## config.mk

```make
export PLATFORM = sky130hd
export DESIGN_NAME = block_permutation_cipher_top
export DESIGN_NICKNAME = d
export VERILOG_FILES = /design/src/hw/rtl/bpc_pkg.sv /design/src/hw/rtl/block_permutation_cipher_top.sv
export SDC_FILE = /design/constraint.sdc
export NUM_CORES = 1
export LEC_CHECK = 0
export CORE_UTILIZATION = 53
export DETAILED_ROUTE_END_ITERATION = 10
export DONT_BUFFER_PORTS = 1
export GPL_ROUTABILITY_DRIVEN = 0
export GPL_TIMING_DRIVEN = 0
export PLACE_DENSITY = 0.71
export RECOVER_POWER = 100
export SYNTH_ARGS = -nofsm -noshare
export SYNTH_HDL_FRONTEND = slang
export SYNTH_SLANG_ARGS = --single-unit
```

## constraint.sdc

```tcl
create_clock -name clock -period 4.86 [get_ports clock]
set_input_delay 0.972 -clock clock [delete_from_list [all_inputs] [get_ports clock]]
set_output_delay 0.972 -clock clock [all_outputs]
set_load 0.03 [all_outputs]
```

## src/hw/rtl/bpc_pkg.sv

```systemverilog
`timescale 1ns / 1ps

package bpc_pkg;

   localparam int unsigned ENTRY_W     = 4;
   localparam int unsigned TABLE_SLOTS = 10;
   localparam int unsigned TABLE_W     = ENTRY_W * TABLE_SLOTS;
   localparam int unsigned CSR_IDX_W   = 2;

   localparam logic [7:0] SPACE_CHAR = 8'd32;

   localparam logic [CSR_IDX_W-1:0] CSR_KEY_LENGTH   = 2'd0;
   localparam logic [CSR_IDX_W-1:0] CSR_PERM_TABLE   = 2'd1;
   localparam logic [CSR_IDX_W-1:0] CSR_DECRYPT_MODE = 2'd2;

   localparam logic [3:0]         KEY_RESET     = 4'd1;
   localparam logic [TABLE_W-1:0] PERM_RESET    = 40'hA987654321;
   localparam logic               DECRYPT_RESET = 1'b0;

   typedef enum logic [1:0] {
      ST_IDLE,
      ST_BUILD,
      ST_EMIT,
      ST_OVF
   } state_type;

endpackage

```

## src/hw/rtl/block_permutation_cipher_top.sv

```systemverilog
`timescale 1ns / 1ps
// Columnar block transposition over a byte stream.
// req channel: one text byte per beat (tdata), tlast marks the final byte of a
// message. rsp channel: one output byte per beat; tlast marks the last beat
// caused by one input byte, tuser flags message end and a dropped space.
// Non-space bytes collect into blocks of key_length; spaces stay in place.
// A byte that does not complete a block, end the message or get dropped gives
// no beat, and the block is ready again in the next cycle. A completed block
// passes an accept step, then the table walk (one table entry per cycle through
// the shared compare/index unit), then one beat per held byte. A message-end
// flush of a partial block skips the walk. A dropped space adds one beat.
// req_tready is low from the accept of a completing byte until its last beat
// sits in the output register; that register holds while rsp_tready is low,
// and the emit sequencer waits on it. The held run lives in a memory with
// registered reads, so emission streams one beat per cycle when unstalled.
// Reset (synchronous) restores key_length 1, the identity table, encrypt mode,
// and empties the held run; no clearing pass is needed. Configuration must be
// written through csr_* only while idle; the block itself does not enforce this.
module block_permutation_cipher_top #(
   parameter int unsigned MAX_KEY   = 10,
   parameter int unsigned POS_DEPTH = 32
) (
   input  logic                              clock,
   input  logic                              reset,
   input  logic                              req_tvalid,
   output logic                              req_tready,
   input  logic [7:0]                        req_tdata,   // [7:0] in_char
   input  logic                              req_tlast,   // msg_last
   output logic                              rsp_tvalid,
   input  logic                              rsp_tready,
   output logic [7:0]                        rsp_tdata,   // [7:0] out_char
   output logic                              rsp_tlast,   // run_last
   output logic [1:0]                        rsp_tuser,   // [0] msg_end, [1] overflow
   input  logic                              csr_wr_en,
   input  logic [bpc_pkg::CSR_IDX_W-1:0]     csr_index,
   input  logic [bpc_pkg::TABLE_W-1:0]       csr_wdata
);
   import bpc_pkg::*;

   localparam int unsigned IDX_W = $clog2(MAX_KEY);
   localparam int unsigned HC_W  = $clog2(MAX_KEY + 1);
   localparam int unsigned PA_W  = $clog2(POS_DEPTH);
   localparam int unsigned HP_W  = $clog2(POS_DEPTH + 1);
   localparam int unsigned SUM_W = HP_W + 2;

   state_type state_ff, state_in;

   logic [3:0]         key_ff;
   logic [TABLE_W-1:0] perm_ff;
   logic               decrypt_ff;

   logic [HP_W-1:0]  hp_ff, hp_in;
   logic [HC_W-1:0]  hc_ff, hc_in;
   logic [IDX_W-1:0] cnt_ff, cnt_in;
   logic [IDX_W-1:0] slot_ff, slot_in;
   logic [PA_W-1:0]  pos_ff, pos_in;
   logic             last_ff, last_in;
   logic             drop_ff, drop_in;
   logic             perm_en_ff, perm_en_in;

   logic [7:0]       char_store_ff [MAX_KEY];
   logic [IDX_W-1:0] src_ff [MAX_KEY];
   logic [7:0]       mark_mem [POS_DEPTH];
   logic [7:0]       mark_q_ff;

   logic       rsp_valid_ff, rsp_valid_in;
   logic [7:0] rsp_char_ff, rsp_char_in;
   logic       rsp_last_ff, rsp_last_in;
   logic       rsp_end_ff, rsp_end_in;
   logic       rsp_ovf_ff, rsp_ovf_in;
   logic       rsp_load;

   // accept-side decode
   logic [4:0]       klen5;
   logic [HC_W-1:0]  keff;
   logic [HC_W-1:0]  need;
   logic             accept;
   logic             is_space;
   logic             space_fit;
   logic             char_fit;
   logic             store;
   logic             char_wr;
   logic [HP_W-1:0]  hp_next;
   logic [HC_W-1:0]  hc_next;
   logic             complete;

   // table walk
   logic [TABLE_W-1:0] tbl_sh;
   logic [ENTRY_W-1:0] entry;
   logic               entry_ok;
   logic               src_wr;
   logic [IDX_W-1:0]   src_wr_idx;
   logic [IDX_W-1:0]   src_wr_val;

   // emit
   logic       load_ok;
   logic       take_perm;
   logic       final_beat;
   logic [7:0] emit_char;

   assign accept   = req_tvalid && req_tready;
   assign is_space = (req_tdata == SPACE_CHAR);

   always_comb begin
      klen5 = {1'b0, key_ff};
      if (key_ff == 4'd0) begin
         keff = HC_W'(1);
      end else if (klen5 > 5'(MAX_KEY)) begin
         keff = HC_W'(MAX_KEY);
      end else begin
         keff = HC_W'(klen5);
      end
      need      = (keff > hc_ff) ? (keff - hc_ff) : HC_W'(1);
      space_fit = (SUM_W'(hp_ff) + SUM_W'(1) + SUM_W'(need)) <= SUM_W'(POS_DEPTH);
      char_fit  = (hp_ff < HP_W'(POS_DEPTH)) && (hc_ff < HC_W'(MAX_KEY));
      store     = is_space ? space_fit : char_fit;
      char_wr   = !is_space && char_fit;
      hp_next   = hp_ff + HP_W'(store);
      hc_next   = hc_ff + HC_W'(char_wr);
      complete  = !is_space && ((hc_next >= keff) || (hp_next >= HP_W'(POS_DEPTH)));
   end

   // one table entry per cycle through the shared compare/index unit
   always_comb begin
      tbl_sh   = perm_ff >> {cnt_ff, 2'b00};
      entry    = (5'(cnt_ff) < 5'(TABLE_SLOTS)) ? tbl_sh[ENTRY_W-1:0] : '0;
      entry_ok = (entry != '0) && (5'(entry) <= 5'(hc_ff));
      src_wr   = (state_ff == ST_BUILD) && perm_en_ff && entry_ok;
      if (decrypt_ff) begin
         src_wr_idx = IDX_W'(entry - ENTRY_W'(1));
         src_wr_val = cnt_ff;
      end else begin
         src_wr_idx = cnt_ff;
         src_wr_val = IDX_W'(entry - ENTRY_W'(1));
      end
   end

   always_comb begin
      load_ok    = !rsp_valid_ff || rsp_tready;
      take_perm  = perm_en_ff && (mark_q_ff != SPACE_CHAR);
      emit_char  = take_perm ? char_store_ff[src_ff[slot_ff]] : mark_q_ff;
      final_beat = (HP_W'(pos_ff) + HP_W'(1)) == hp_ff;
   end

   always_comb begin
      state_in    = state_ff;
      hp_in       = hp_ff;
      hc_in       = hc_ff;
      cnt_in      = cnt_ff;
      slot_in     = slot_ff;
      pos_in      = pos_ff;
      last_in     = last_ff;
      drop_in     = drop_ff;
      perm_en_in  = perm_en_ff;
      rsp_load    = 1'b0;
      rsp_char_in = rsp_char_ff;
      rsp_last_in = rsp_last_ff;
      rsp_end_in  = rsp_end_ff;
      rsp_ovf_in  = rsp_ovf_ff;
      req_tready  = (state_ff == ST_IDLE);

      case (state_ff)
         ST_IDLE: begin
            if (req_tvalid) begin
               hp_in      = hp_next;
               hc_in      = hc_next;
               last_in    = req_tlast;
               drop_in    = is_space && !space_fit;
               perm_en_in = complete;
               cnt_in     = '0;
               slot_in    = '0;
               pos_in     = '0;
               if ((complete || req_tlast) && (hp_next != '0)) begin
                  state_in = ST_BUILD;
               end else if (is_space && !space_fit) begin
                  state_in = ST_OVF;
               end
            end
         end
         ST_BUILD: begin
            // a plain flush needs no walk, only the read turnaround
            if (!perm_en_ff || ((HC_W'(cnt_ff) + HC_W'(1)) == hc_ff)) begin
               state_in = ST_EMIT;
            end else begin
               cnt_in = cnt_ff + IDX_W'(1);
            end
         end
         ST_EMIT: begin
            if (load_ok) begin
               rsp_load    = 1'b1;
               rsp_char_in = emit_char;
               rsp_last_in = final_beat && !drop_ff;
               rsp_end_in  = final_beat && !drop_ff && last_ff;
               rsp_ovf_in  = 1'b0;
               if (final_beat) begin
                  hp_in    = '0;
                  hc_in    = '0;
                  slot_in  = '0;
                  pos_in   = '0;
                  state_in = drop_ff ? ST_OVF : ST_IDLE;
               end else begin
                  pos_in  = pos_ff + PA_W'(1);
                  slot_in = slot_ff + IDX_W'(take_perm);
               end
            end
         end
         ST_OVF: begin
            if (load_ok) begin
               rsp_load    = 1'b1;
               rsp_char_in = '0;
               rsp_last_in = 1'b1;
               rsp_end_in  = last_ff;
               rsp_ovf_in  = 1'b1;
               state_in    = ST_IDLE;
            end
         end
         default: begin
            state_in = ST_IDLE;
         end
      endcase

      if (rsp_load) begin
         rsp_valid_in = 1'b1;
      end else if (rsp_tready) begin
         rsp_valid_in = 1'b0;
      end else begin
         rsp_valid_in = rsp_valid_ff;
      end
   end

   always_ff @(posedge clock) begin
      if (reset) begin
         state_ff     <= ST_IDLE;
         key_ff       <= KEY_RESET;
         perm_ff      <= PERM_RESET;
         decrypt_ff   <= DECRYPT_RESET;
         hp_ff        <= '0;
         hc_ff        <= '0;
         cnt_ff       <= '0;
         slot_ff      <= '0;
         pos_ff       <= '0;
         last_ff      <= 1'b0;
         drop_ff      <= 1'b0;
         perm_en_ff   <= 1'b0;
         rsp_valid_ff <= 1'b0;
      end else begin
         state_ff     <= state_in;
         hp_ff        <= hp_in;
         hc_ff        <= hc_in;
         cnt_ff       <= cnt_in;
         slot_ff      <= slot_in;
         pos_ff       <= pos_in;
         last_ff      <= last_in;
         drop_ff      <= drop_in;
         perm_en_ff   <= perm_en_in;
         rsp_valid_ff <= rsp_valid_in;
         if (csr_wr_en) begin
            case (csr_index)
               CSR_KEY_LENGTH:   key_ff     <= csr_wdata[3:0];
               CSR_PERM_TABLE:   perm_ff    <= csr_wdata;
               CSR_DECRYPT_MODE: decrypt_ff <= csr_wdata[0];
               default: ;
            endcase
         end
      end
   end

   // payload: no reset
   always_ff @(posedge clock) begin
      rsp_char_ff <= rsp_char_in;
      rsp_last_ff <= rsp_last_in;
      rsp_end_ff  <= rsp_end_in;
      rsp_ovf_ff  <= rsp_ovf_in;
      if (accept && char_wr) begin
         char_store_ff[hc_ff[IDX_W-1:0]] <= req_tdata;
      end
      // start every walk from the identity map
      if (accept) begin
         for (int i = 0; i < MAX_KEY; i++) begin
            src_ff[i] <= IDX_W'(i);
         end
      end else if (src_wr) begin
         src_ff[src_wr_idx] <= src_wr_val;
      end
   end

   // held run memory: one write port, one registered read port
   always_ff @(posedge clock) begin
      if (accept && store) begin
         mark_mem[hp_ff[PA_W-1:0]] <= req_tdata;
      end
      mark_q_ff <= mark_mem[pos_in];
   end

   assign rsp_tvalid = rsp_valid_ff;
   assign rsp_tdata  = rsp_char_ff;
   assign rsp_tlast  = rsp_last_ff;
   assign rsp_tuser  = {rsp_ovf_ff, rsp_end_ff};

endmodule

```

==> reports/qor.log, run 1 <==
qor: cts.cts.reportedPaths.clkPinSlew 0.06 ns
qor: synthesis.ys_seq_area_share 65.9%
qor: detailed_routing.avgViaCountPerCell 5.95
qor: job.drv.max_cap_violation_count 0
qor: synthesis.yosys_warnings 0
qor: cts.ctsHtreeMaxLevel 2
qor: synthesis.synthDominantAreaCellType sky130_fd_sc_hd__edfxtp_1
qor: synthesis.yosysUniqueCellTypes 74
qor: die.design.portCount 69
qor: final_layout.antenna-diode-count 0
qor: critical_path.worst-path-max-fanout 8
qor: grt.grt.total_usage 24.1%
qor: die.initial_utilization 53.7%
qor: timing.worst_slack 0.0323 ns
qor: placement.dp_slack -0.721 ns
qor: critical_path.critPathBufInv 2
qor: timing.timing_hold_violations_final 0
qor: pwr.power_density 426 nW/um2
qor: detailed_routing.detailedRoute.firstPassIterationCount 6
qor: timing.number_of_max_slew_violations_in_the_final_report 0
qor: grt.grt_pass1_wl 74.6 mm
qor: cts.cts_hold_repair.buffers 0
qor: synthesis.synth_top_area_share 57.8%
qor: timing.worst_slew_pin_slew 1.33 ns
qor: critical_path.worstPathRequired 5.08 ns
qor: grt.groute.layer.met3.usage 4.57%
qor: grt.first_global_vias 12723
qor: cts.cts_root_buf sky130_fd_sc_hd__clkbuf_16
qor: synthesis.synth.area.top_cells sky130_fd_sc_hd__edfxtp_1, sky130_fd_sc_hd__dfxtp_1, sky130_fd_sc_hd__mux2i_1
qor: cts.cts_tree yes
qor: hold_path.tightest_hold_check_type register to register
qor: critical_path.max_stage_delay 0.58 ns
qor: timing.finalWorstPathRequiredPeriod 4.83 ns
qor: pwr.total_power 10300 uW
qor: pwr.power_leakage 0.00813 uW
qor: synthesis.post_synth_instance_area 21300 um2
qor: die.floorplan.core_area 39700 um2
qor: synthesis.synth-seq-cells 497
qor: synthesis.synth_ff_type sky130_fd_sc_hd__edfxtp_1
qor: grt.grt_antenna_before_repair 0
qor: synthesis.synth_edf_count 411
qor: timing.finalCritPeriodShare 99.3%
qor: pwr.power.ir.vdd_worst 280 uV
qor: timing.skew 0.0183 ns
qor: synthesis.post_synth.cell_area_avg 13.9 um2
qor: grt.gr-max-usage-layer met2
qor: critical_path.critPathArrivalTime 5.05 ns
qor: timing.grt_setup_unrepaired yes
qor: grt.grt-ovfl-total 0
qor: synthesis.synthCells 1533
qor: critical_path.crit_family simple AND/OR/NAND/NOR gates
qor: timing.finalSetupViolCount 0
qor: final_layout.layout-area-overhead-vs-synth 13.0%
qor: placement.io_buffers 0
qor: critical_path.criticalPathCategory register to register
qor: critical_path.timing.critical_path.slowest_stage_cell sky130_fd_sc_hd__nor4b_2
qor: detailed_routing.dr_total_vias 12856
qor: die.dieArea 41100 um2
qor: die.core.rowCount 73
qor: grt.grt_start_max_net_pins 44
qor: cts.clock_latency 0.60 ns
qor: cts.tritoncts.num_buffers 50
qor: detailed_routing.antenna_left 0
qor: placement.place_hpwl 32.8 mm
qor: timing.achievable-frequency 207 MHz
qor: critical_path.endpoint_kind register
qor: critical_path.critPathMostFrequentCell sky130_fd_sc_hd__nand2_1
qor: critical_path.worst_setup_path_start_kind register
qor: detailed_routing.routed_wire_length_per_instance 22.7 um
qor: cts.tritoncts_num_sinks 497
qor: final_layout.finish.net_count 1673
qor: final_layout.num-fill-cells 3011
qor: detailed_routing.drt-initial-drc-count 1219
qor: synthesis.ys_async_sr_fraction 0%
qor: outcome.run_status complete, no violations
qor: timing.maxSlewHeadroom 10.7%
qor: grt.grt_util_met1 31.9%
qor: synthesis.synth_fp_nets 1613
qor: detailed_routing.drt-total-wl 48.9 mm
qor: grt.use_met2 40.1%
qor: detailed_routing.drt_drc_violations_left 0
qor: die.die_y 203 um
qor: die.die_width 203 um
qor: cts.cts.path.max_buffers 3
qor: critical_path.path_cells nor2_4, nand2_1, nand2_1, o21ai_2, ha_2, inv_2, fa_2, nand2_1, maj3_2, o21ai_2, and2_4, ha_4, nor2b_4, o21a_1, o21ai_2, nand2_1, o21ai_4, a21oi_4, buf_4, nor4b_2, nand2_1, nor2_2
qor: final_layout.drive_above_1_share 16.1%
==> power by group <==
part,total (uW),internal [uW],switching (uW)
Sequential,4920,4810,111
Clock,3950,2340,1620
Combinational,1410,528,878
Total,10300,7680,2600
==> cell type report <==
cell class,count,area [um2],share of cell area (%)
Sequential cell,497,14100,58.3
Multi-Input combinational cell,927,7110,29.5
Clock buffer,68,1400,5.80
Tap cell,525,657,2.72
Buffer,81,422,1.75
Clock inverter,26,299,1.24
Inverter,27,101,0.420
Timing Repair Buffer,9,67.6,0.280
==> registers in the layout (all words and copies together), names as in the netlist, 5 cells and up, named ones only <==
name and flops:
mark_mem 256, char_store_ff 80, src_ff 64, perm_ff 40, mark_q_ff 8, rsp_tdata 8
hp_ff 6, pos_ff 5
==> kinds of logic after synthesis <==
| family | synth area share (%) |
|---|---|
| flip-flops | 65.9 |
| multiplexers | 12.7 |
| buffers and inverters | 2.50 |
| AND/OR/NAND/NOR | 10.3 |
| adder cells (fa/ha/maj) | 1.58 |
| XOR/XNOR | 0.979 |
| AO/OA/AOI/OAI | 6.13 |
==> final timing paths <==
| check | startpoint | end | slack [ns] | cells past startpoint |
|---|---|---|---|---|
| hold reg to reg | perm_ff[28] | perm_ff[28] | 0.45 | 2 |
| setup reg to reg | key_ff[1] | mark_mem[27][0] | 0.03 | 22 |
| hold / removal | perm_ff[28] | perm_ff[28] | 0.45 | 2 |
| setup / recovery | key_ff[1] | mark_mem[27][0] | 0.03 | 22 |
==> per-layer routing <==
layer / vias up / routed length (um)
met5: - / 0
met4: 0 / 1390
met3: 94 / 3220
met2: 481 / 24000
met1: 6377 / 20400
li1: 5904 / -
==> placed cells by master, fill, tap and decap left out, types with 7 or more instances in the layout <==
cell                        netlist  layout
sky130_fd_sc_hd__edfxtp_1       411     411
sky130_fd_sc_hd__nand2_1        206     206
sky130_fd_sc_hd__mux2i_1        154     154
sky130_fd_sc_hd__dfxtp_1         86      81
sky130_fd_sc_hd__nor2_1         111      76
sky130_fd_sc_hd__a21oi_1         67      65
sky130_fd_sc_hd__clkbuf_1        40      51
sky130_fd_sc_hd__clkbuf_16        0      50
sky130_fd_sc_hd__mux4_2          44      44
sky130_fd_sc_hd__nand3_1         41      38
sky130_fd_sc_hd__nor2_4           0      27
sky130_fd_sc_hd__inv_1           26      25
sky130_fd_sc_hd__nand3b_1        21      21
sky130_fd_sc_hd__nor3_1          19      18
sky130_fd_sc_hd__ha_1            23      18
sky130_fd_sc_hd__buf_2           16      16
sky130_fd_sc_hd__buf_4            8      15
sky130_fd_sc_hd__mux2_2          15      15
sky130_fd_sc_hd__o21ai_0         19      15
sky130_fd_sc_hd__o221ai_1        13      14
sky130_fd_sc_hd__a221oi_1        14      14
sky130_fd_sc_hd__xnor2_1         12      12
sky130_fd_sc_hd__nor2b_1         13      12
sky130_fd_sc_hd__nand2b_1        12      12
sky130_fd_sc_hd__clkinv_2         0      12
sky130_fd_sc_hd__buf_6           10      10
sky130_fd_sc_hd__a211oi_1        11      10
sky130_fd_sc_hd__and3_1          10      10
sky130_fd_sc_hd__nor2_2           1       9
sky130_fd_sc_hd__xor2_1          10       9
sky130_fd_sc_hd__nor4_1          11       8
sky130_fd_sc_hd__buf_1            8       8
sky130_fd_sc_hd__clkbuf_8         0       8
sky130_fd_sc_hd__a22oi_1          8       7
==> tightest hold or removal path, cell delays in order, from the launching register on <==
cell and delay (ns):
sky130_fd_sc_hd__dfxtp_1 0.30, sky130_fd_sc_hd__nand2_1 0.05, sky130_fd_sc_hd__a21oi_1 0.05
==> synth_stat cells, types with 10 or more instances <==
master	instances
sky130_fd_sc_hd__a211oi_1	11
sky130_fd_sc_hd__mux2_2	15
sky130_fd_sc_hd__nand2_1	206
sky130_fd_sc_hd__buf_2	16
sky130_fd_sc_hd__nand2b_1	12
sky130_fd_sc_hd__clkbuf_1	40
sky130_fd_sc_hd__inv_1	26
sky130_fd_sc_hd__mux4_2	44
sky130_fd_sc_hd__ha_1	23
sky130_fd_sc_hd__xnor2_1	12
sky130_fd_sc_hd__nor2_1	111
sky130_fd_sc_hd__and3_1	10
sky130_fd_sc_hd__nor2b_1	13
sky130_fd_sc_hd__buf_6	10
sky130_fd_sc_hd__dfxtp_1	86
sky130_fd_sc_hd__nor3_1	19
sky130_fd_sc_hd__o221ai_1	13
sky130_fd_sc_hd__nand3_1	41
sky130_fd_sc_hd__o21ai_0	19
sky130_fd_sc_hd__nor4_1	11
sky130_fd_sc_hd__edfxtp_1	411
sky130_fd_sc_hd__a221oi_1	14
sky130_fd_sc_hd__nand3b_1	21
sky130_fd_sc_hd__xor2_1	10
sky130_fd_sc_hd__a21oi_1	67
sky130_fd_sc_hd__mux2i_1	154
==> repair_timing <==
item | 4_1_cts | 5_1_grt
pin swaps | 8 | 19
setup endpoints to repair | 258 | 258
gates resized for setup | 43 | 68
setup buffers | 4 | 4
==> per-stage QoR <==
stage                     cells  util, %  instance area (um2)  setup TNS, ns  hold WS [ns]
final                      2160     60.7                24100              0         0.451
after global routing       2160     60.7                24100         -11.16         0.450
after CTS                  2156     60.1                23900       -0.00233         0.450
after detailed placement   2059     55.4                22000        -149.56         0.446
after global placement     2058     55.4                22000         -93.80         0.441
after floorplan            1533        -                21300              0         0.432
Power figures use the tool's default switching activity.
==> run 2, diff against run 1 <==
CELL_PAD_IN_SITES_DETAIL_PLACEMENT = 1   (was unset)
CELL_PAD_IN_SITES_GLOBAL_PLACEMENT = 1   (was unset)
CORE_UTILIZATION = 48   (was 53)
PLACE_DENSITY = unset   (was 0.71)
PLACE_DENSITY_LB_ADDON = 0.1   (was unset)
==> run 2 against run 1 <==
  * Clock-buffer cell count decreased by 2
  * Via count increased by 0.15%
  * Die area increased by 10%
  * Setup slack got worse by 0.030 ns
  * Wire length increased by 14%
  * Non-clock buffer count increased by 2
  * Global-route usage increased by 0.93 points
  * Sequential power about the same
  * Clock power decreased by 3%
  * Combinational power increased by 5%
  * Hold slack improved by 0.0045 ns
  * Register-to-register slack got worse by 0.03 ns
  * Critical path type unchanged
  * Critical endpoint is now state_ff[1]
==> reports/qor.log, run 2 (synthesis gave the netlist of run 1 again) <==
qor: detailed_routing.detailedRoute.firstPassIterationCount 5 [-1]
qor: final_layout.multi_input_comb_area 7200 um2 [+1.2%]
qor: cts.tritoncts_num_sinks 497 [unchanged]
qor: critical_path.endpoint_kind register
qor: pwr.netSwitchingFraction 26.1% [+0.78 points]
qor: final_layout.final_cell_mix sky130_fd_sc_hd__edfxtp_1, sky130_fd_sc_hd__nand2_1, sky130_fd_sc_hd__mux2i_1, sky130_fd_sc_hd__dfxtp_1, sky130_fd_sc_hd__nor2_1
qor: final_layout.antenna-diode-count 0 [unchanged]
qor: critical_path.crit_path_start key_ff[3]
qor: hold_path.min-delay-start perm_ff[29]
qor: timing.maxSlewHeadroom 8.27% [-2.4 points]
qor: grt.grt_antenna_before_repair 0 [unchanged]
qor: critical_path.worst_setup_path_start_kind register
qor: critical_path.worst-r2r-setup-slack 0.003 ns [-0.03 ns]
qor: pwr.flop_pwr_share 48.1% [+0.2 points]
qor: detailed_routing.drt-initial-drc-count 875 [-28%]
qor: job.drv.max_cap_violation_count 0 [unchanged]
qor: detailed_routing.routed_wire_length_per_instance 25.0 um [+11%]
qor: die.die_y 213 um [+5.0%]
qor: grt.first_global_vias 13489 [+6.0%]
qor: die.design.portCount 69 [unchanged]
qor: grt.grt_start_max_net_pins 44 [unchanged]
qor: pwr.power_density 423 nW/um2 [-0.80%]
qor: pwr.power.ir.vdd_worst 298 uV [+6.4%]
qor: critical_path.critPathArrivalTime 5.37 ns [+0.32 ns]
qor: grt.grt_pass1_wl 82.9 mm [+11%]
qor: critical_path.worst-path-max-fanout 4 [-4]
qor: final_layout.sequential_cell_area 14100 um2 [about the same]
qor: timing.achievable-frequency 206 MHz [-0.61%]
qor: cts.cts.reportedPaths.clkPinSlew 0.06 ns [about the same]
qor: cts.cts_root_buf sky130_fd_sc_hd__clkbuf_16
qor: final_layout.final_core_utilization 55.7% [-5.0 points]
qor: pwr.power.net_switching 2670 uW [+2.7%]
qor: timing.finalCritPeriodShare 99.9% [+0.61 points]
qor: die.core.rowCount 76 [+4.1%]
qor: cts.clock_latency 0.60 ns [about the same]
qor: final_layout.layout-area-overhead-vs-synth 13.5%
qor: timing.skew 0.0199 ns [+0.00159 ns]
qor: critical_path.rr_startpoint key_ff[3]
qor: timing.finalWorstPathRequiredPeriod 4.86 ns [+0.0296 ns]
qor: detailed_routing.drt-total-wl 55.6 mm [+14%]
qor: final_layout.num-fill-cells 4196 [+39%]
qor: cts.cts.path.max_buffers 3 [unchanged]
qor: timing.grt_setup_unrepaired yes
qor: detailed_routing.dr_total_vias 12875 [+0.15%]
qor: pwr.pwr-share-clk 37.5% [-1.0 points]
qor: placement.dp_slack -1.08 ns [-0.359 ns]
qor: critical_path.worstPathRequired 5.37 ns [+0.29 ns]
qor: final_layout.most_common_library_cell_in_the_layout_ignoring_fill_and_taps sky130_fd_sc_hd__edfxtp_1
qor: placement.io_buffers 0 [unchanged]
qor: critical_path.criticalPathCategory register to register
qor: die.floorplan.core_area 43500 um2 [+9.4%]
qor: pwr.power_leakage 0.00811 uW [-0.28%]
qor: pwr.power.internal 7560 uW [-1.5%]
qor: die.die_width 213 um [+5.0%]
qor: timing.finalSetupViolCount 0 [unchanged]
qor: grt.grt-ovfl-total 0 [unchanged]
qor: cts.ctsHtreeMaxLevel 2 [unchanged]
qor: pwr.combPwrFrac 14.5% [+0.8 points]
qor: timing.timing_hold_violations_final 0 [unchanged]
qor: critical_path.ff2ff_path_depth 26 [+18%]
qor: outcome.run_status complete, no violations
qor: cts.tritoncts.num_buffers 52 [+4.0%]
qor: grt.grt.total_usage 25.0% [+0.93 points]
qor: timing.number_of_max_slew_violations_in_the_final_report 0 [unchanged]
qor: die.initial_utilization 49.1% [-4.6 points]
qor: die.dieArea 45300 um2 [+10%]
qor: cts.cts_tree yes
qor: final_layout.finish.net_count 1677 [+0.24%]
qor: detailed_routing.avgViaCountPerCell 5.80 [-2.5%]
qor: placement.place_hpwl 37.6 mm [+14%]
qor: timing.worst_slew_pin_slew 1.36 ns [+0.0320 ns]
qor: hold_path.tightest_hold_check_type register to register
qor: timing.worst_slack 0.00271 ns [-0.0296 ns]
qor: final_layout.drive_above_1_share 16.1% [about the same]
qor: detailed_routing.drt_drc_violations_left 0 [unchanged]
qor: final_layout.largest_register_ff_count 256 [unchanged]
qor: pwr.total_power 10200 uW [-0.42%]
qor: detailed_routing.antenna_left 0 [unchanged]
qor: hold_path.hold_path_end perm_ff[29]
qor: hold_path.timing.hold.worst_path_depth 2 [unchanged]
qor: critical_path.crit-reg2reg-capture state_ff[1]
qor: timing.finalSetupTns 0 ns [unchanged]
==> run 2: changes by cell type in the layout (fill, tap and decap cells not counted), moves of 3 or more <==
| cell | delta |
|---|---|
| sky130_fd_sc_hd__clkinv_2 | -5 |
| sky130_fd_sc_hd__nor2_4 | +4 |
| sky130_fd_sc_hd__clkbuf_16 | +3 |
| sky130_fd_sc_hd__nor2_2 | -4 |
| sky130_fd_sc_hd__clkbuf_8 | -7 |
| sky130_fd_sc_hd__nand2_2 | +4 |
| sky130_fd_sc_hd__nand2_1 | -4 |
| sky130_fd_sc_hd__clkinv_1 | +5 |
==> run 2: layer usage <==
metal / GRT usage [%] / share of wire, % / vias up / wire length [um]
met1: 33.2 / 44 / 6607 / 24300
met2: 42.7 / 50 / 264 / 27800
met3: 3.22 / 3.5 / 84 / 1950
met4: 7.89 / 2.6 / 0 / 1470
li1: - / - / 5920 / -
met5: 0 / 0 / - / 0
==> run 2: what timing repair did <==
action | CTS | global route
hold buffers | 0 | 0
gates resized for setup | 62 | 65
pin swaps | 10 | 23
hold endpoints to repair | 0 | 0
endpoints found under the setup margin | 259 | 259
setup buffers | 4 | 5
==> run 2: critical path: stages (launching register included) <==
cell and delay, ns:
sky130_fd_sc_hd__dfxtp_1 0.36, sky130_fd_sc_hd__a21oi_2 0.25, sky130_fd_sc_hd__inv_1 0.12, sky130_fd_sc_hd__ha_1 0.32, sky130_fd_sc_hd__nand2_1 0.11, sky130_fd_sc_hd__nand2_1 0.06, sky130_fd_sc_hd__maj3_2 0.30, sky130_fd_sc_hd__o21ai_2 0.13
sky130_fd_sc_hd__and2_4 0.16, sky130_fd_sc_hd__ha_4 0.19, sky130_fd_sc_hd__nor2b_4 0.13, sky130_fd_sc_hd__o21a_1 0.21, sky130_fd_sc_hd__a21o_1 0.19, sky130_fd_sc_hd__a22oi_2 0.22, sky130_fd_sc_hd__o22ai_2 0.14, sky130_fd_sc_hd__a21oi_4 0.23
sky130_fd_sc_hd__nor2_2 0.05, sky130_fd_sc_hd__ha_2 0.22, sky130_fd_sc_hd__nand3_2 0.10, sky130_fd_sc_hd__nor2_4 0.06, sky130_fd_sc_hd__xor2_4 0.17, sky130_fd_sc_hd__a211o_1 0.34, sky130_fd_sc_hd__a21oi_2 0.17, sky130_fd_sc_hd__o21ai_2 0.08
sky130_fd_sc_hd__a211oi_2 0.24, sky130_fd_sc_hd__o21bai_1 0.11, sky130_fd_sc_hd__a21oi_1 0.12
==> run 2: metrics by stage <==
| step | instances | hold slack, ns | instance area [um2] |
|---|---|---|---|
| global route | 2219 | 0.463 | 24200 |
| floorplan | 1533 | 0.432 | 21300 |
| finish | 2219 | 0.456 | 24200 |
| CTS | 2214 | 0.457 | 24000 |
| global placement | 2118 | 0.441 | 22100 |
| detailed placement | 2120 | 0.449 | 22100 |
==> run 2: worst max path at each step <==
stage                     slack, ns              end  cells after the start
after floorplan                0.24      state_ff[1]                     29
after global placement        -0.93  mark_mem[29][3]                     19
after detailed placement      -1.08  mark_mem[13][2]                     21
after CTS                     -0.08  mark_mem[22][2]                     21
after global routing          -0.26      state_ff[1]                     27
final                         0.003      state_ff[1]                     26
==> run 2: final cells by class <==
type                    instances  area share [%]
multi-input cells             927            29.7
clock inverters                25           0.961
repair buffers                 11           0.331
inverters                      27           0.418
flip-flops and latches        497            58.1
plain buffers                  81            1.74
clock buffers                  66            5.72
well taps                     585            3.02
==> run 2: power by group through the flow <==
stage | combinational [uW] | sequential [uW] | clock, uW
5_1_grt | 1590 | 4930 | 4030
6_report | 1480 | 4920 | 3840
3_3_place_gp | 1340 | 5000 | 0
4_1_cts | 1430 | 4920 | 3890
3_5_place_dp | 1370 | 5000 | 0
2_1_floorplan | 936 | 4970 | 0
==> run 3, diff against run 2 <==
CORE_ASPECT_RATIO = 1.5   (was unset)
REMOVE_ABC_BUFFERS = 1   (was unset)
==> run 3 against run 2 <==
  * Global-route usage fell by 1.9 points
  * Highest routed layer unchanged
  * First-iteration DRC count fell by 36%
  * Wire length fell by 6.9%
  * Clock power fell by 5.7%
  * Sequential share of layout area rose by 0.59 points
  * Utilization fell by 1.1 points
  * Flip-flop and latch count did not move
  * Critical path type unchanged
  * Clock-buffer cell count fell by 1
  * Sequential power rose by 0.8%
==> reports/qor.log, run 3 (synthesis gave the netlist of run 1 again) <==
qor: die.core.rowCount 94 [+24%]
qor: cts.clock_latency 0.57 ns [-0.03 ns]
qor: grt.grt_start_max_net_pins 75 [+70%]
qor: critical_path.worst-r2r-setup-slack 0.11 ns [+0.11 ns]
qor: outcome.run_status complete, no violations
qor: critical_path.endpoint_kind register
qor: hold_path.tightest_hold_check_type register to register
qor: final_layout.largest_register_ff_count 256 [unchanged]
qor: die.design.portCount 69 [unchanged]
qor: cts.tritoncts_num_sinks 497 [unchanged]
qor: critical_path.rr_startpoint hc_ff[3]
qor: cts.cts.reportedPaths.clkPinSlew 0.06 ns [about the same]
qor: cts.cts_hold_repair.buffers 0 [unchanged]
qor: grt.grt.total_usage 23.1% [-1.9 points]
qor: grt.grt-ovfl-total 0 [unchanged]
qor: detailed_routing.drt-initial-drc-count 561 [-36%]
qor: pwr.power.ir.vdd_worst 358 uV [+20%]
qor: die.floorplan.core_area 43900 um2 [+0.95%]
qor: critical_path.critPathArrivalTime 4.95 ns [-0.42 ns]
qor: timing.number_of_max_slew_violations_in_the_final_report 0 [unchanged]
qor: cts.cts_tree yes
qor: job.drv.max_cap_violation_count 0 [unchanged]
qor: critical_path.worst-path-max-fanout 8 [+4]
qor: final_layout.finish.net_count 1612 [-3.9%]
qor: timing.timing_hold_violations_final 0 [unchanged]
qor: cts.tritoncts.num_buffers 47 [-9.6%]
qor: cts.ctsHtreeMaxLevel 2 [unchanged]
qor: pwr.power_density 416 nW/um2 [-1.5%]
qor: timing.finalWorstPathRequiredPeriod 4.75 ns [-0.106 ns]
qor: placement.io_buffers 0 [unchanged]
qor: cts.cts.path.max_buffers 3 [unchanged]
qor: pwr.total_power 9980 uW [-2.5%]
qor: die.dieArea 45300 um2 [about the same]
qor: grt.first_global_vias 13295 [-1.4%]
qor: detailed_routing.drt-total-wl 51.8 mm [-6.9%]
qor: timing.worst_slew_pin_slew 1.31 ns [-0.0535 ns]
qor: detailed_routing.drt_drc_violations_left 0 [unchanged]
qor: critical_path.crit_path_start hc_ff[3]
qor: critical_path.crit-reg2reg-capture mark_mem[9][4]
qor: detailed_routing.routed_wire_length_per_instance 24.2 um [-3.6%]
qor: timing.finalCritPeriodShare 97.8% [-2.2 points]
qor: final_layout.drive_above_1_share 16.3% [+0.18 points]
qor: detailed_routing.avgViaCountPerCell 5.77 [-0.60%]
qor: pwr.power_leakage 0.00799 uW [-1.5%]
qor: cts.cts_root_buf sky130_fd_sc_hd__clkbuf_16
qor: timing.final.hold.worst_slack 0.446 ns [-0.0100 ns]
qor: timing.grt_setup_unrepaired yes
qor: placement.place_hpwl 34.5 mm [-8.1%]
qor: die.die_width 174 um [-18%]
qor: final_layout.final_cell_mix sky130_fd_sc_hd__edfxtp_1, sky130_fd_sc_hd__nand2_1, sky130_fd_sc_hd__mux2i_1, sky130_fd_sc_hd__dfxtp_1, sky130_fd_sc_hd__nor2_1
qor: final_layout.num-fill-cells 4218 [+0.52%]
qor: timing.maxSlewHeadroom 12.8% [+4.5 points]
qor: timing.skew 0.0161 ns [-0.00389 ns]
qor: detailed_routing.dr_total_vias 12360 [-4.0%]
qor: critical_path.worst_setup_path_start_kind register
qor: critical_path.worstPathRequired 5.06 ns [-0.31 ns]
qor: final_layout.layoutNonFillerInstCount 2143 [-3.4%]
qor: final_layout.layout-area-overhead-vs-synth 12.4%
qor: critical_path.ff2ff_path_depth 18 [-31%]
qor: final_layout.antenna-diode-count 0 [unchanged]
qor: placement.placedCellCount 2040 [-3.8%]
qor: die.die_y 260 um [+22%]
qor: grt.grt_antenna_before_repair 0 [unchanged]
qor: critical_path.path_cells inv_1, ha_1, inv_1, a211o_1, nand2_1, o21ai_2, and2_4, ha_4, nor2b_4, o21a_1, a21o_1, a22oi_2, o22ai_2, a21oi_4, buf_4, nor4_2, nand2_1, nor2_2
qor: detailed_routing.antenna_left 0 [unchanged]
qor: grt.grt_pass1_wl 79.1 mm [-4.6%]
qor: timing.finalSetupViolCount 0 [unchanged]
qor: critical_path.max_stage_delay 0.55 ns [+0.19 ns]
qor: critical_path.timing.critical_path.slowest_stage_cell sky130_fd_sc_hd__nor4_2
qor: final_layout.most_common_library_cell_in_the_layout_ignoring_fill_and_taps sky130_fd_sc_hd__edfxtp_1
qor: die.initial_utilization 48.7% [-0.46 points]
qor: critical_path.criticalPathCategory register to register
qor: detailed_routing.detailedRoute.firstPassIterationCount 5 [unchanged]
qor: critical_path.endpoint mark_mem[9][4]
qor: timing.achievable-frequency 210 MHz [+2.2%]
[run 3: cell types whose count changed in the layout (fill, tap and decap cells not counted), moves of 4 or more]
cell / before / now
sky130_fd_sc_hd__buf_6: 10 / 0
sky130_fd_sc_hd__buf_1: 8 / 0
sky130_fd_sc_hd__nor3_2: 1 / 6
sky130_fd_sc_hd__nor2_2: 5 / 13
sky130_fd_sc_hd__buf_12: 0 / 4
sky130_fd_sc_hd__clkbuf_16: 53 / 48
sky130_fd_sc_hd__clkbuf_1: 53 / 15
sky130_fd_sc_hd__buf_2: 17 / 0
sky130_fd_sc_hd__nor3_1: 17 / 12
sky130_fd_sc_hd__nor2_4: 31 / 23
sky130_fd_sc_hd__o21ai_1: 2 / 6
sky130_fd_sc_hd__clkinv_1: 9 / 5
sky130_fd_sc_hd__buf_8: 0 / 7
[run 3: area by class of cell]
| class | instances | area [um2] | share of cell area (%) |
|---|---|---|---|
| inverter | 27 | 105 | 0.438 |
| timing repair buffer | 32 | 403 | 1.68 |
| clock inverter | 19 | 211 | 0.881 |
| multi-input combinational | 927 | 7180 | 29.9 |
| sequential | 497 | 14100 | 58.7 |
| clock buffer | 65 | 1280 | 5.36 |
| tap | 576 | 721 | 3.00 |
[run 3: stage by stage]
stage | util [%] | area, um2 | setup slack [ns] | setup TNS (ns)
after floorplan | - | 20900 | 0.253 | 0
after global routing | 54.7 | 24000 | -0.196 | -15.24
final | 54.7 | 24000 | 0.109 | 0
after CTS | 54.1 | 23700 | -0.0337 | -0.422
after detailed placement | 49.9 | 21900 | -1.04 | -241.01
after global placement | 49.3 | 21600 | -1.23 | -219.31
[run 3: timing repair]
| action | in CTS | in global routing |
|---|---|---|
| pin swaps | 10 | 24 |
| gates resized for setup | 83 | 38 |
| setup endpoints to repair | 333 | 274 |
| buffers inserted | 9 | 10 |
[run 3: metal layers]
| layer | track usage (%) | vias to the layer above | part of all wire, % |
|---|---|---|---|
| met5 | 0 | - | 0 |
| met4 | 9.16 | 0 | 3.4 |
| met3 | 2.88 | 79 | 2.6 |
| met2 | 44.4 | 204 | 56 |
| met1 | 25.7 | 6303 | 38 |
| li1 | - | 5774 | - |
[run 3: worst min-delay path by stage]
stage                      startpoint  cells after the start          end
after global routing            reset                      1      last_ff
after CTS                 perm_ff[34]                      2  perm_ff[34]
after floorplan               last_ff                      2      last_ff
after global placement     perm_ff[7]                      2   perm_ff[7]
final                         last_ff                      2      last_ff
after detailed placement      last_ff                      2      last_ff
[run 3: critical path: cells and delay by family (launching register included)]
| kind | cells | cell delay, ns |
|---|---|---|
| AND/OR/NAND/NOR | 6 | 1.74 |
| flip-flops | 1 | 0.49 |
| AO/OA/AOI/OAI | 7 | 1.01 |
| buffers and inverters | 3 | 0.47 |
| adder cells (fa/ha/maj) | 2 | 0.66 |
[run 3: power by group]
| part | total, uW | internal [uW] | switching [uW] | leakage [uW] |
|---|---|---|---|---|
| Sequential | 4960 | 4810 | 150 | 0.00441 |
| Clock | 3620 | 2060 | 1550 | 0.000729 |
| Combinational | 1410 | 555 | 853 | 0.00285 |
| Total | 9980 | 7430 | 2560 | 0.00799 |
